===== src/hdl/sa8d_pkg.sv =====
// shared types and constants for the 16x16 sa8d cost block
`default_nettype none
package sa8d_pkg;

  localparam int unsigned HALF_LANES = 8;
  localparam int unsigned LANES      = 16;
  localparam int unsigned PASS_ROWS  = 8;
  localparam int unsigned HIST_ROWS  = PASS_ROWS - 1;
  localparam int unsigned GROUPS     = 4;
  localparam int unsigned FOLD_DEPTH = 6;

  localparam logic [3:0] LAST_ROW  = 4'd15;
  localparam logic [2:0] LAST_SLOT = 3'd7;

  typedef logic        [7:0]  pixel_t;
  typedef logic signed [8:0]  diff_t;
  typedef logic signed [11:0] coef_t;
  typedef logic        [14:0] lane_sum_t;
  typedef logic        [16:0] group_sum_t;
  typedef logic        [18:0] pass_sum_t;
  typedef logic        [20:0] total_t;
  typedef logic        [19:0] cost_t;
  typedef logic        [2:0]  half_idx_t;

  // lane permutation between butterfly stages of one half-row
  localparam half_idx_t HALF_ORDER [HALF_LANES] = '{
    3'd0, 3'd2, 3'd4, 3'd6, 3'd1, 3'd3, 3'd5, 3'd7
  };

  typedef struct packed {
    logic c;
    logic m;
    logic s;
  } lane_en_t;

  typedef struct packed {
    logic g;
    logic p;
    logic acc;
    logic fin;
  } merge_en_t;

endpackage
`default_nettype wire


===== src/hdl/sa8d_merge.sv =====
// merging tree over the lane sums and block total accumulator
`default_nettype none
module sa8d_merge (
  input  wire logic               clk_i,
  input  wire logic               rst_ni,
  input  sa8d_pkg::merge_en_t     en_i,
  input  sa8d_pkg::lane_sum_t     lane_sum_i [sa8d_pkg::LANES],
  output sa8d_pkg::cost_t         cost_o
);
  import sa8d_pkg::*;

  group_sum_t group_d [GROUPS];
  group_sum_t group_q [GROUPS];
  pass_sum_t  pass_d;
  pass_sum_t  pass_q;
  total_t     total_q;
  total_t     total_inc;

  always_comb begin
    for (int g = 0; g < GROUPS; g++) begin
      group_d[g] = 17'(lane_sum_i[4*g])   + 17'(lane_sum_i[4*g+1])
                 + 17'(lane_sum_i[4*g+2]) + 17'(lane_sum_i[4*g+3]);
    end
    pass_d = 19'(group_q[0]) + 19'(group_q[1]) + 19'(group_q[2]) + 19'(group_q[3]);
  end

  always_ff @(posedge clk_i) begin
    if (en_i.g) begin
      group_q <= group_d;
    end
    if (en_i.p) begin
      pass_q <= pass_d;
    end
  end

  always_ff @(posedge clk_i or negedge rst_ni) begin
    if (!rst_ni) begin
      total_q <= '0;
    end else if (en_i.fin) begin
      total_q <= '0;
    end else if (en_i.acc) begin
      total_q <= total_q + 21'(pass_q);
    end
  end

  // rounded half of the block total
  assign total_inc = total_q + 21'd1;
  assign cost_o    = total_inc[20:1];

endmodule
`default_nettype wire


===== config.mk =====
export PLATFORM = sky130hd
export DESIGN_NAME = sa8d_merge
export DESIGN_NICKNAME = d
export VERILOG_FILES = /design/src/hdl/sa8d_pkg.sv /design/src/hdl/sa8d_merge.sv
export SDC_FILE = /design/constraint.sdc
export NUM_CORES = 1
export LEC_CHECK = 0
export BUFFER_PORTS_ARGS = -buffer_cell sky130_fd_sc_hd__buf_2
export CORE_MARGIN = 4
export CORE_UTILIZATION = 29
export CTS_CLUSTER_DIAMETER = 200
export DETAILED_ROUTE_END_ITERATION = 12
export GPL_TIMING_DRIVEN = 0
export PLACE_DENSITY = 0.58
export SYNTH_ARGS = -nofsm -noshare
export SYNTH_HDL_FRONTEND = slang
export SYNTH_SLANG_ARGS = --single-unit

===== constraint.sdc =====
create_clock -name clk_i -period 8.34 [get_ports clk_i]
set_input_delay 1.251 -clock clk_i [delete_from_list [all_inputs] [get_ports clk_i]]
set_output_delay 1.251 -clock clk_i [all_outputs]
set_load 0.02 [all_outputs]

==> metrics.txt <==
status completed; final hold viol count 0; power density cells 440 nW/um^2; Total Wirelength 27.0 mm; worst endpoint data arrival time 4460 ps; Routed Antenna Nets 0; post-synth cell types a little under 60; cell count after synthesis 1344; post-CTS sizing 0; cells along the critical path buf_2 -> inv_1 -> fa_1 -> fa_1 -> inv_1 -> ha_1 -> inv_1 -> fa_1 -> nor2b_4 -> o31a_1 -> o32ai_2 -> o21ai_1 -> or3_1 -> a21oi_2 -> xnor2_1; vias 9298; Synth top area share 0.246; clock transition at the registers of the reported paths roughly 70 ps; # diodes 0; Synth Register Bits 108; sequential-to-total area share from yosys stat 0.249; Global Route Usage Sum 0.117; leakage power 7.94 nW; initial DRC count 277; Startpoint Class input port; Slew Viols, Final 0; r2r setup slk roughly 4700 ps; grt total ovfl 0; vias in the first global route a little under 10000; Netlist Area Pre-Place 12600 um^2; Overall Power 0.00657 W; first-pass GRT wire length 45.1 mm; min cycle time layout 4360 ps; NumNets Final 2123; Slew @ Worst Pin approximately 880 ps; CTS tree yes; TritonCTS Buffers 9; Tcrit/Tclk final 0.523; RSZ-0062 raised after global routing false; Core ar. 43000 um^2; Post-Syn Nets about 1800; CP max stage cell fa_1; Slew Limit Headroom 0.415; die width 216 um; peak supply drop 0.367 mV; Post-synth EDFFs 87; number of placement rows 76; placer's final routability congestion estimate 0.831; largest net degree at the start of global routing 69; Initial Utilization 0.293; worst-path maximum fanout 3; synth warn 0; Final TNS setup 0 ps; Die Area 46900 um^2; Layout Skew 11.5 ps; Setup CP Type in -> reg; Crit. End Element flip-flop; Setup violations, final 0; CTS Buffer Depth 2; CTS Hold Bufs 0; Port Buffers about 270; CP Data Required Time 8440 ps; area grow syn2layout 18.5%; Max Cap Violations 0; iteration count of the initial detailed-routing pass 4; Detail Placement HPWL 24.3 mm; Num Clock Sinks 108; worst skew pair latency 350 ps; routed wire length per instance 12.2 um; Mean Syn Cell Area 9.38 um^2; ys flop type edfxtp_1; H-Tree Depth 3; initial antenna violation count 1; Synth area leaders fa_1, edfxtp_1, inv_1, ha_1, xnor2_1; Top Ports ~270; Async SR Flop Fraction 0.194; Root Buffer clkbuf_16; post-CTS setup buffers 0; Worst Hold Class reg -> reg; Die Y 216 um; DRC Markers 0; dominant cell type by area after synthesis fa_1; fmax about 230 MHz; vias per std cell between 4 and 5; max incr delay on CP 520 ps; layout cell share with drive strength beyond 1 0.181
synthesized netlist by cell type (all sizes together) (6+ instances only):
library cell	number
and3	12
xnor2	66
dfrtp	21
o21bai	6
nand4	6
fa	155
or3	8
nor2	68
nor3	10
edfxtp	87
o211ai	6
o21a	11
nor2b	15
a21o	37
clkbuf	10
nand3	35
nand2	38
inv	428
a211oi	8
o21ai	44
ha	102
a21oi	64
xor2	30
nand2b	11
mux2i	11
a31oi	9
worst paths after layout:
path | startpoint | end | cells after the start
worst max-delay path | lane_sum_i[61] | group_q[32] | 15
worst min-delay path | total_q[20] | total_q[20] | 2
worst max register to register | group_q[1] | pass_q[15] | 11
worst min register to register | total_q[20] | total_q[20] | 2
max in group asynchronous | rst_ni | total_q[4] | 1
min in group asynchronous | rst_ni | total_q[2] | 1
report_power, final:
| group | internal [W] | total [W] | switching (W) |
|---|---|---|---|
| combinational | 0.00212 | 0.00494 | 0.00281 |
| sequential | 0.00110 | 0.00124 | 0.000141 |
| clock | 0.000203 | 0.000392 | 0.000189 |
metrics by stage:
stage	setup slack (ps)	utilization	area (um^2)	instances	hold WS, ps
2_1_floorplan	3980	-	12600	1344	525
4_1_cts	3970	0.347	14900	2210	583
3_5_place_dp	3590	0.341	14700	2194	566
6_report	3980	0.347	14900	2210	569
3_3_place_gp	3620	0.341	14700	2194	552
5_1_grt	3750	0.347	14900	2210	603
final cells by class:
class                      instances  area, um^2
buffer                            11        41.3
clock buffer                      10         229
clock inverter                     6        40.0
fill                            4502       28000
inverter                         428        1610
multi-input combinational        797        7820
sequential                       108        3140
tap                              585         732
timing repair buffer             265        1330
worst max-delay path: cells and delay by family:
family	cells	cell delay [ps]
adder cells (fa/ha/maj)	4	1470
AO/OA/AOI/OAI	4	980
AND/OR/NAND/NOR	2	440
buffers and inverters	4	230
XOR/XNOR	1	100
layout by cell type (no fill, tap or decap), types with 3 or more instances in the layout:
cell	synthesis	routed
a31o_2	3	3
or3_1	8	8
o31ai_1	3	3
nor2_1	68	68
nand2b_1	11	11
o21ai_0	43	43
a211o_1	3	3
nor2b_1	14	14
clkbuf_16	0	9
nor3_1	10	10
edfxtp_1	87	87
a21o_1	37	37
clkbuf_1	10	11
fa_1	155	155
inv_1	428	429
dfrtp_1	21	21
a31oi_1	8	8
o21bai_1	6	6
xor2_1	30	30
o2111ai_1	4	4
o211ai_1	5	5
nand4_1	6	6
and3_1	12	12
mux2i_1	11	11
a211oi_1	8	8
buf_2	0	264
nand2_1	38	38
a21oi_1	63	63
o21a_1	11	11
nand3_1	35	35
ha_1	102	102
xnor2_1	66	66
cells by family (layout without fill, tap and decap cells):
kind of cell | count (synthesis) | after routing | synth area share
buffers and inverters | 439 | 720 | 0.131
adder cells (fa/ha/maj) | 257 | 257 | 0.347
AO/OA/AOI/OAI | 218 | 218 | 0.114
AND/OR/NAND/NOR | 213 | 213 | 0.0818
flip-flops | 108 | 108 | 0.249
XOR/XNOR | 96 | 96 | 0.0667
multiplexers | 13 | 13 | 0.0105
state kept, by name, indices dropped and copies added, names as in the netlist:
signal / cells
pass_q: 19
total_q: 21
group_q: 68
routing by layer:
layer,part of all wire,global-route usage
met1,0.43,0.145
met2,0.52,0.219
met3,0.037,0.0170
met4,0.014,0.0215
met5,0.00026,0
Note: power is estimated with default switching activity, not from simulation.
