File: src/hdl/sa8d_pkg.sv
// shared types and constants for the 16x16 sa8d cost block
`default_nettype none
package sa8d_pkg;

  localparam int unsigned HALF_LANES = 8;
  localparam int unsigned LANES      = 16;
  localparam int unsigned PASS_ROWS  = 8;
  localparam int unsigned HIST_ROWS  = PASS_ROWS - 1;
  localparam int unsigned GROUPS     = 4;
  localparam int unsigned FOLD_DEPTH = 6;

  localparam logic [3:0] LAST_ROW  = 4'd15;
  localparam logic [2:0] LAST_SLOT = 3'd7;

  typedef logic        [7:0]  pixel_t;
  typedef logic signed [8:0]  diff_t;
  typedef logic signed [11:0] coef_t;
  typedef logic        [14:0] lane_sum_t;
  typedef logic        [16:0] group_sum_t;
  typedef logic        [18:0] pass_sum_t;
  typedef logic        [20:0] total_t;
  typedef logic        [19:0] cost_t;
  typedef logic        [2:0]  half_idx_t;

  // lane permutation between butterfly stages of one half-row
  localparam half_idx_t HALF_ORDER [HALF_LANES] = '{
    3'd0, 3'd2, 3'd4, 3'd6, 3'd1, 3'd3, 3'd5, 3'd7
  };

  typedef struct packed {
    logic c;
    logic m;
    logic s;
  } lane_en_t;

  typedef struct packed {
    logic g;
    logic p;
    logic acc;
    logic fin;
  } merge_en_t;

endpackage
`default_nettype wire

File: src/hdl/sa8d_hrow.sv
// 8-point horizontal hadamard of one half-row of pixel differences
`default_nettype none
module sa8d_hrow (
  input  wire logic [63:0]     cur_i,
  input  wire logic [63:0]     ref_i,
  output sa8d_pkg::coef_t      coef_o [sa8d_pkg::HALF_LANES]
);
  import sa8d_pkg::*;

  diff_t              d  [HALF_LANES];
  logic signed [9:0]  s1 [HALF_LANES];
  logic signed [9:0]  r1 [HALF_LANES];
  logic signed [10:0] s2 [HALF_LANES];
  logic signed [10:0] r2 [HALF_LANES];

  always_comb begin
    for (int k = 0; k < HALF_LANES; k++) begin
      d[k] = $signed({1'b0, cur_i[8*k +: 8]}) - $signed({1'b0, ref_i[8*k +: 8]});
    end
    for (int p = 0; p < HALF_LANES / 2; p++) begin
      s1[2*p]   = 10'(d[2*p]) - 10'(d[2*p+1]);
      s1[2*p+1] = 10'(d[2*p]) + 10'(d[2*p+1]);
    end
    for (int i = 0; i < HALF_LANES; i++) begin
      r1[i] = s1[HALF_ORDER[i]];
    end
    for (int p = 0; p < HALF_LANES / 2; p++) begin
      s2[2*p]   = 11'(r1[2*p]) - 11'(r1[2*p+1]);
      s2[2*p+1] = 11'(r1[2*p]) + 11'(r1[2*p+1]);
    end
    for (int i = 0; i < HALF_LANES; i++) begin
      r2[i] = s2[HALF_ORDER[i]];
    end
    for (int p = 0; p < HALF_LANES / 2; p++) begin
      coef_o[2*p]   = 12'(r2[2*p]) - 12'(r2[2*p+1]);
      coef_o[2*p+1] = 12'(r2[2*p]) + 12'(r2[2*p+1]);
    end
  end

endmodule
`default_nettype wire

File: config.mk
export PLATFORM = sky130hd
export DESIGN_NAME = sa8d_hrow
export DESIGN_NICKNAME = d
export VERILOG_FILES = /design/src/hdl/sa8d_pkg.sv /design/src/hdl/sa8d_hrow.sv
export SDC_FILE = /design/constraint.sdc
export NUM_CORES = 1
export LEC_CHECK = 0
export CORE_MARGIN = 2
export CORE_UTILIZATION = 45
export DETAILED_ROUTE_END_ITERATION = 8
export DONT_BUFFER_PORTS = 1
export PLACE_DENSITY = 0.66
export SETUP_SLACK_MARGIN = 0.5
export SLEW_MARGIN = 20
export SYNTH_ARGS = -nofsm -noshare
export SYNTH_HDL_FRONTEND = slang
export SYNTH_SLANG_ARGS = --single-unit
File: constraint.sdc
create_clock -name vclk -period 5.46
set_input_delay 0.273 -clock vclk [all_inputs]
set_output_delay 0.273 -clock vclk [all_outputs]
set_load 0.02 [all_outputs]
==> flow_summary.toml, run 1 <==
[global_route]
grtUsageTotal_pct = 23.2
grt-ovfl-total = 0
grt_pass1_vias = 11397
grt_pass1_wl_um = 55200
antenna_found_initial = 0
grt_max_degree = 10

[yosys]
netlist_area_um2 = 12100
ys_seq_area_share_pct = 0
yosysTopAreaCellShare_pct = 31.1
ys_top_cells_by_count = "ha_1, inv_1, xnor2_1"
yosys_warnings = 0
yosys-top-cells-area = "ha_1, xnor2_1, inv_1, a21oi_1, xor2_1"
synth_area_leader_cell = "ha_1"
synth.most_common_cell = "ha_1"
synth_cells = 1640
syn_nets = 2102
syn-mean-instance-area_um2 = 7.40
ys_types = 67

[final_layout]
nFillCells = 2017
diodes = 0
fin_cells = 2179
area_growth_pct = 44.4
multi_input_area_um2 = 14200
fin_area_um2 = 17500
drive_gt1_share_pct = 39.6
nets = 2302
seq_area_um2 = 0
clockBufferCount = 0
design.seq.count = 0

[sta]
fin_crit_ns = 5.09
finalSetupTns_ns = 0
rsz0062_at_grt = "true"
finalSetupViolations = 0
hold_viol = 0
max_clock_freq_ghz = 0.196
slew_viol_final = 0
slew_headroom_pct = 49.3
fin_crit_sh_pct = 93.2
hold_slack_ns = 1.51
tightest_slew_ns = 0.755

[worst_setup_path]
required_ns = 5.19
cp_cell_sequence = "clkinv_8 > ha_4 > inv_4 > fa_2 > a21o_1 > a21oi_2 > o21bai_1 > a21oi_2 > xnor2_1 > ha_2 > nor2_2 > a211oi_4 > xnor2_2 > ha_4 > o41ai_2 > buf_4 > inv_1 > a31oi_4 > ha_4 > and3_2 > or4_4"
crit_fanout = 6
crit_path_frequent_cell = "ha_4"
cp_slowest_cell = "or4_4"
cp-end-kind = "primary output"
path_class = "in2out"
arrival_ns = 4.82
startpoint_type = "input port"
cp_slowest_stage_delay_ns = 0.60

[floorplanning]
dieArea_um2 = 28300
ios = 224
row_count = 60
dieWidth_um = 168
fp.coreArea_um2 = 26700
initial_core_util_pct = 45.4
die_height_um = 168

[clock_tree]
cts_hold_buf = 0

[placement]
gp_congestion = 0.920
placed_cells = 2000
dp_hpwl_um = 27500
portBuffers = 0
postPlaceCellArea_um2 = 12800

[route]
wl_per_cell_um = 17.7
vias = 11864
post_drt_via_cell_ratio = 5.44
detail-route-antenna-nets = 0
drc = 0
wirelength_um = 38700
drtIter0Drc = 628
firstDrtPassIters = 5

[status]
outcome = "finished, final reports clean"

[worst_hold_path]
hold_path_class = "in2out"

[run]
maxCapViolCount = 0
through the flow:
step	utilization (%)	setup slack, ns
floorplan	-	0.419
global placement	47.9	0.145
detailed placement	47.9	0.0491
CTS	56.3	0.470
global route	65.6	0.209
finish	65.6	0.369
per-layer routing:
metal | wire length, um | global-route usage, % | vias to the layer above
li1 | - | - | 5819
met3 | 1720 | 2.84 | 71
met4 | 1110 | 4.84 | 0
met1 | 16300 | 29.8 | 5725
met5 | 0 | 0 | -
met2 | 19600 | 41.7 | 249
cells in the final DEF (no fill, tap or decap), drive strengths merged, types with 11 or more instances in the layout:
cell type  netlist  routed
nor2           136     136
inv            291     289
o21ai           62      62
a21oi          163     163
xor2            87      87
ha             302     302
a21o            53      53
nand2           43      43
nor3            28      28
o21a            18      18
o21bai          46      46
nor2b           25      25
o41ai           12      12
xnor2          176     176
fa              32      32
nand2b          28      28
or3             11      11
buf              6     225
logic make-up after synthesis:
kind of cell             after synthesis  synth area share, %
AO/OA/AOI/OAI                        421                 22.6
XOR/XNOR                             263                 19.0
adder cells (fa/ha/maj)              334                 36.4
buffers and inverters                318                 10.1
multiplexers                           2                0.175
AND/OR/NAND/NOR                      302                 11.8
timing repair:
item | 4_1_cts | 5_1_grt
setup buffers | 91 | 88
endpoints found under the setup margin | 34 | 38
resized for setup | 287 | 371
pin swaps | 138 | 215
path summary, 6_finish.rpt:
check | startpoint | end | slack (ns) | cells after the start
min | ref_i[0] | coef_o[60] | 1.51 | 5
max | cur_i[24] | coef_o[10] | 0.37 | 21
critical path: cells and delay by family:
kind | cells | cell delay (ns)
simple gates | 3 | 0.85
buf+inv | 4 | 0.36
fa+ha+maj | 5 | 1.28
xor+xnor | 2 | 0.31
compound gates | 7 | 1.76
cell type report:
cell class	count	share of cell area (%)
inverter	291	6.55
multi-input combinational	1322	81.0
timing repair buffer	225	10.0
tap	341	2.43
Power of run 1 is left out: the tool's default activity adds up to more than one toggle a clock period on the data nets, which glitch-free logic cannot reach.
==> inputs of run 2 (changes only) <==
--- a/config.mk
+++ b/config.mk
@@ -5,12 +5,12 @@
 export SDC_FILE = /design/constraint.sdc
 export NUM_CORES = 1
 export LEC_CHECK = 0
+export CORE_ASPECT_RATIO = 0.6
 export CORE_MARGIN = 2
 export CORE_UTILIZATION = 45
 export DETAILED_ROUTE_END_ITERATION = 8
 export DONT_BUFFER_PORTS = 1
 export PLACE_DENSITY = 0.66
-export SETUP_SLACK_MARGIN = 0.5
 export SLEW_MARGIN = 20
 export SYNTH_ARGS = -nofsm -noshare
 export SYNTH_HDL_FRONTEND = slang
==> run 2 against run 1 <==
Final cell count shrank 3.6%. Maximum frequency shrank 4.5%. Non-clock buffer count shrank 98. Critical path depth grew 2. Worst setup slack lost 0.24 ns. Die area grew 0.15%. Sequential share of layout area is the same. Critical path type unchanged. Critical endpoint unchanged.
==> flow_summary.toml, run 2 (same netlist as run 1, synthesis figures left out) <==
[status]
outcome = "finished, final reports clean"

[final_layout]
nets = 2204
layout_common_cells = "inv_1, ha_1, xnor2_1"
area_growth_pct = 18.1
seq_area_um2 = 0
design.seq.count = 0
diodes = 0
fin_area_um2 = 14300
nFillCells = 2575
drive_gt1_share_pct = 17.9
fin_cells = 2100
final_common_cell = "inv_1"
clockBufferCount = 0

[sta]
fin_crit_sh_pct = 97.7
hold_viol = 0
hold_slack_ns = 1.55
slew_headroom_pct = 48.2
fin_crit_ns = 5.33
tightest_slew_ns = 0.771
finalSetupViolations = 0
max_clock_freq_ghz = 0.188
worst_slack_ns = 0.127
slew_viol_final = 0

[global_route]
met3_usage_pct = 3.54
grt_pass1_wl_um = 53600
grt_max_degree = 11
grt_util_met1_pct = 36.2
grt_pass1_vias = 10482
antenna_found_initial = 0
grtUsageMet2_pct = 33.4
grtUsageTotal_pct = 22.8
busiest_layer = "met1"
grt-ovfl-total = 0

[route]
vias = 11138
wirelength_um = 34800
wl_per_cell_um = 16.6
firstDrtPassIters = 5
detail-route-antenna-nets = 0
drtIter0Drc = 688
post_drt_via_cell_ratio = 5.30
drc = 0

[run]
maxCapViolCount = 0

[placement]
dp_slack_ns = -0.0852
gp_congestion = 0.976
dp_hpwl_um = 30400
portBuffers = 0
placed_cells = 2081
postPlaceCellArea_um2 = 13300

[worst_setup_path]
required_ns = 5.19
startpoint_type = "input port"
cp_cell_sequence = "inv_1 > ha_1 > fa_1 > xnor2_2 > ha_1 > buf_4 > a21oi_1 > o21bai_1 > a21oi_1 > nor2_1 > nor2_1 > xnor2_1 > ha_2 > o41a_1 > a21o_1 > a21oi_2 > xnor2_2 > ha_1 > buf_6 > nand3b_1 > o21ai_0 > or4_1 > buf_6"
cp-end-kind = "primary output"
crit_fanout = 5
crit_path_frequent_cell = "ha_1"
cp_slowest_stage_delay_ns = 0.52
path_class = "in2out"
cp_slowest_cell = "or4_1"
arrival_ns = 5.06

[floorplanning]
ios = 224
row_count = 46
initial_core_util_pct = 45.8
die_height_um = 131
dieWidth_um = 216
dieArea_um2 = 28300
fp.coreArea_um2 = 26500

[worst_hold_path]
hold_path_class = "in2out"
run 2: cell types whose count changed in the layout (fill, tap and decap cells not counted), moves of 29 or more:
cell / previous run / this run
inv_1: 251 / 284
ha_1: 208 / 274
buf_4: 209 / 125
xnor2_2: 63 / 25
xnor2_1: 99 / 150
a21oi_1: 86 / 132
a21oi_2: 64 / 31
ha_4: 65 / 16
nor2_1: 99 / 128
run 2: what timing repair did:
action | in CTS | in global routing
pin swaps | 1 | 59
hold buffers | 0 | 0
resized for setup | 4 | 194
buffers inserted | 0 | 19
setup endpoints to repair | 9 | 30
gates cloned | 0 | 0
run 2: worst max-delay path, delay by kind of cell:
| kind | cells | cell delay, ns |
|---|---|---|
| AOI/OAI and AO/OA | 7 | 1.41 |
| xor gates and xnor gates | 3 | 0.46 |
| adders and majority gates | 5 | 1.52 |
| buffers and inverters | 4 | 0.49 |
| and+or+nand+nor | 4 | 0.89 |
run 2: metrics by stage:
step,utilization [%],TNS (ns)
after floorplan,-,0
after global placement,50.1,-0.0596
after detailed placement,50.1,-0.198
after CTS,50.2,0
after global routing,54.2,-0.172
final,54.2,0
run 2: layout make-up:
| class | count | area [um2] | area share, % |
|---|---|---|---|
| multi-input combinational | 1322 | 11800 | 82.5 |
| inverter | 291 | 1090 | 7.62 |
| timing repair buffer | 127 | 961 | 6.70 |
| tap | 360 | 450 | 3.14 |
run 2: final timing paths:
| check | start | slack (ns) | to | cells past startpoint |
|---|---|---|---|---|
| max | cur_i[16] | 0.13 | coef_o[10] | 23 |
| min | ref_i[0] | 1.55 | coef_o[84] | 5 |
run 2: per-layer routing:
layer	wire length (um)	vias to the layer above
met2	14100	266
li1	-	5640
met1	18100	5226
met4	87	0
met5	0	-
met3	2430	6
Power of run 2 is left out for the same reason.
==> inputs of run 3 (changes only) <==
==> constraint.sdc (replaced) <==
create_clock -name vclk -period 6.75
set_input_delay 0.3375 -clock vclk [all_inputs]
set_output_delay 0.3375 -clock vclk [all_outputs]
set_load 0.05 [all_outputs]
==> run 3 against run 2 <==
Global-route usage down 0.31 points. Sequential cell count unchanged. Final area down 9.5%. Clock-buffer cell count unchanged. Die area unchanged. Worst hold slack better by 0.31 ns. Worst setup slack better by 0.66 ns. Critical path depth unchanged. Via count down 2.8%. Non-clock buffer count down 61. Critical endpoint is now coef_o[35].
==> flow_summary.toml, run 3 (same netlist as run 1, synthesis figures left out) <==
[worst_setup_path]
cp-end-kind = "primary output"
startpoint_type = "input port"
cp_slowest_stage_delay_ns = 0.52
path_class = "in2out"
path_buf_inv = 3
crit_family = "compound AO/OA/AOI/OAI gates"
arrival_ns = 5.63
cp_slowest_cell = "fa_1"
crit_fanout = 8
required_ns = 6.41
cp_cell_sequence = "inv_1 > ha_1 > inv_1 > fa_1 > inv_1 > fa_1 > nor2b_1 > nor2_1 > nor2_1 > nor2_1 > xor2_1 > ha_1 > a21oi_1 > o21ai_0 > xnor2_1 > ha_1 > o21ai_0 > nand2b_1 > a21o_1 > a21oi_1 > a21oi_1 > a2111oi_0 > a21o_1"

[final_layout]
final_common_cell = "ha_1"
design.seq.count = 0
drive_gt1_share_pct = 6.02
diodes = 0
nets = 2143
seq_area_um2 = 0
fin_cells = 2039
area_growth_pct = 6.89
nFillCells = 2700
clockBufferCount = 0
layout_common_cells = "ha_1, inv_1, xnor2_1"
multi_input_area_um2 = 10900

[route]
wirelength_um = 32800
drtIter0Drc = 846
vias = 10821
post_drt_via_cell_ratio = 5.31
firstDrtPassIters = 5
drc = 0
wl_per_cell_um = 16.1
detail-route-antenna-nets = 0

[clock_tree]
cts_setup_buffers = 0
cts_hold_buf = 0
post_cts_resized = 0

[global_route]
grtUsageTotal_pct = 22.5
grt_pass1_vias = 10446
antenna_found_initial = 0
grt-ovfl-total = 0
grt_pass1_wl_um = 53200
grt_max_degree = 12

[sta]
max_clock_freq_ghz = 0.168
finalSetupViolations = 0
hold_slack_ns = 1.85
slew_viol_final = 0
fin_crit_sh_pct = 88.4
tightest_slew_ns = 1.15
worst_slack_ns = 0.783
finalSetupTns_ns = 0
hold_viol = 0
slew_headroom_pct = 23.0
fin_crit_ns = 5.97
rsz0062_at_grt = "false"

[run]
maxCapViolCount = 0

[floorplanning]
fp.coreArea_um2 = 26500
row_count = 46
ios = 224
initial_core_util_pct = 45.8
die_height_um = 131
dieArea_um2 = 28300
dieWidth_um = 216

[placement]
dp_slack_ns = 0.873
dp_hpwl_um = 29700
placed_cells = 2039
gp_congestion = 0.895
portBuffers = 0

[status]
outcome = "finished, final reports clean"

[worst_hold_path]
hold_path_depth = 5
hold_path_class = "in2out"
holdPathEnd = "coef_o[60]"
worstHoldStart = "ref_i[0]"
## run 3: cell count changes in the layout (fill, tap and decap cells not counted), moves of 25 or more
cell / delta
xnor2_2: -25
a21oi_1: +29
buf_4: -59
xnor2_1: +26
ha_1: +28
a21oi_2: -29
## run 3: tightest hold or removal path, cell delays in order
cell and delay (ns):
ha_1 0.12, ha_1 0.27, ha_1 0.26, ha_1 0.15, inv_1 0.37
## run 3: worst max path at each step
stage               from    endpoint  slack, ns  depth (start not counted)
6_report       cur_i[24]  coef_o[35]       0.78                         23
5_1_grt        cur_i[40]  coef_o[94]       0.43                         27
4_1_cts        cur_i[48]  coef_o[10]       0.85                         24
3_5_place_dp   cur_i[48]  coef_o[10]       0.87                         24
3_3_place_gp   cur_i[40]  coef_o[94]       0.94                         27
2_1_floorplan  cur_i[40]  coef_o[11]       0.76                         23
## run 3: routing by layer
metal  GRT usage (%)  wire, um  vias up
met3            1.60      2130        8
met1            36.4     17700     5006
met4           0.761       123        0
li1                -         -     5516
met2            33.5     12900      291
met5               0         0        -
## run 3: through the flow
stage	cell area (um2)	utilization, %
finish	13000	49.0
CTS	13000	49.0
global placement	13000	49.0
floorplan	12100	-
global route	13000	49.0
detailed placement	13000	49.0
## run 3: area by class of cell
class / count / share of cell area [%]
multi-input cells: 1322 / 84.3
inverters: 291 / 8.42
repair buffers: 66 / 3.82
well taps: 360 / 3.47
Power of run 3 is left out for the same reason.
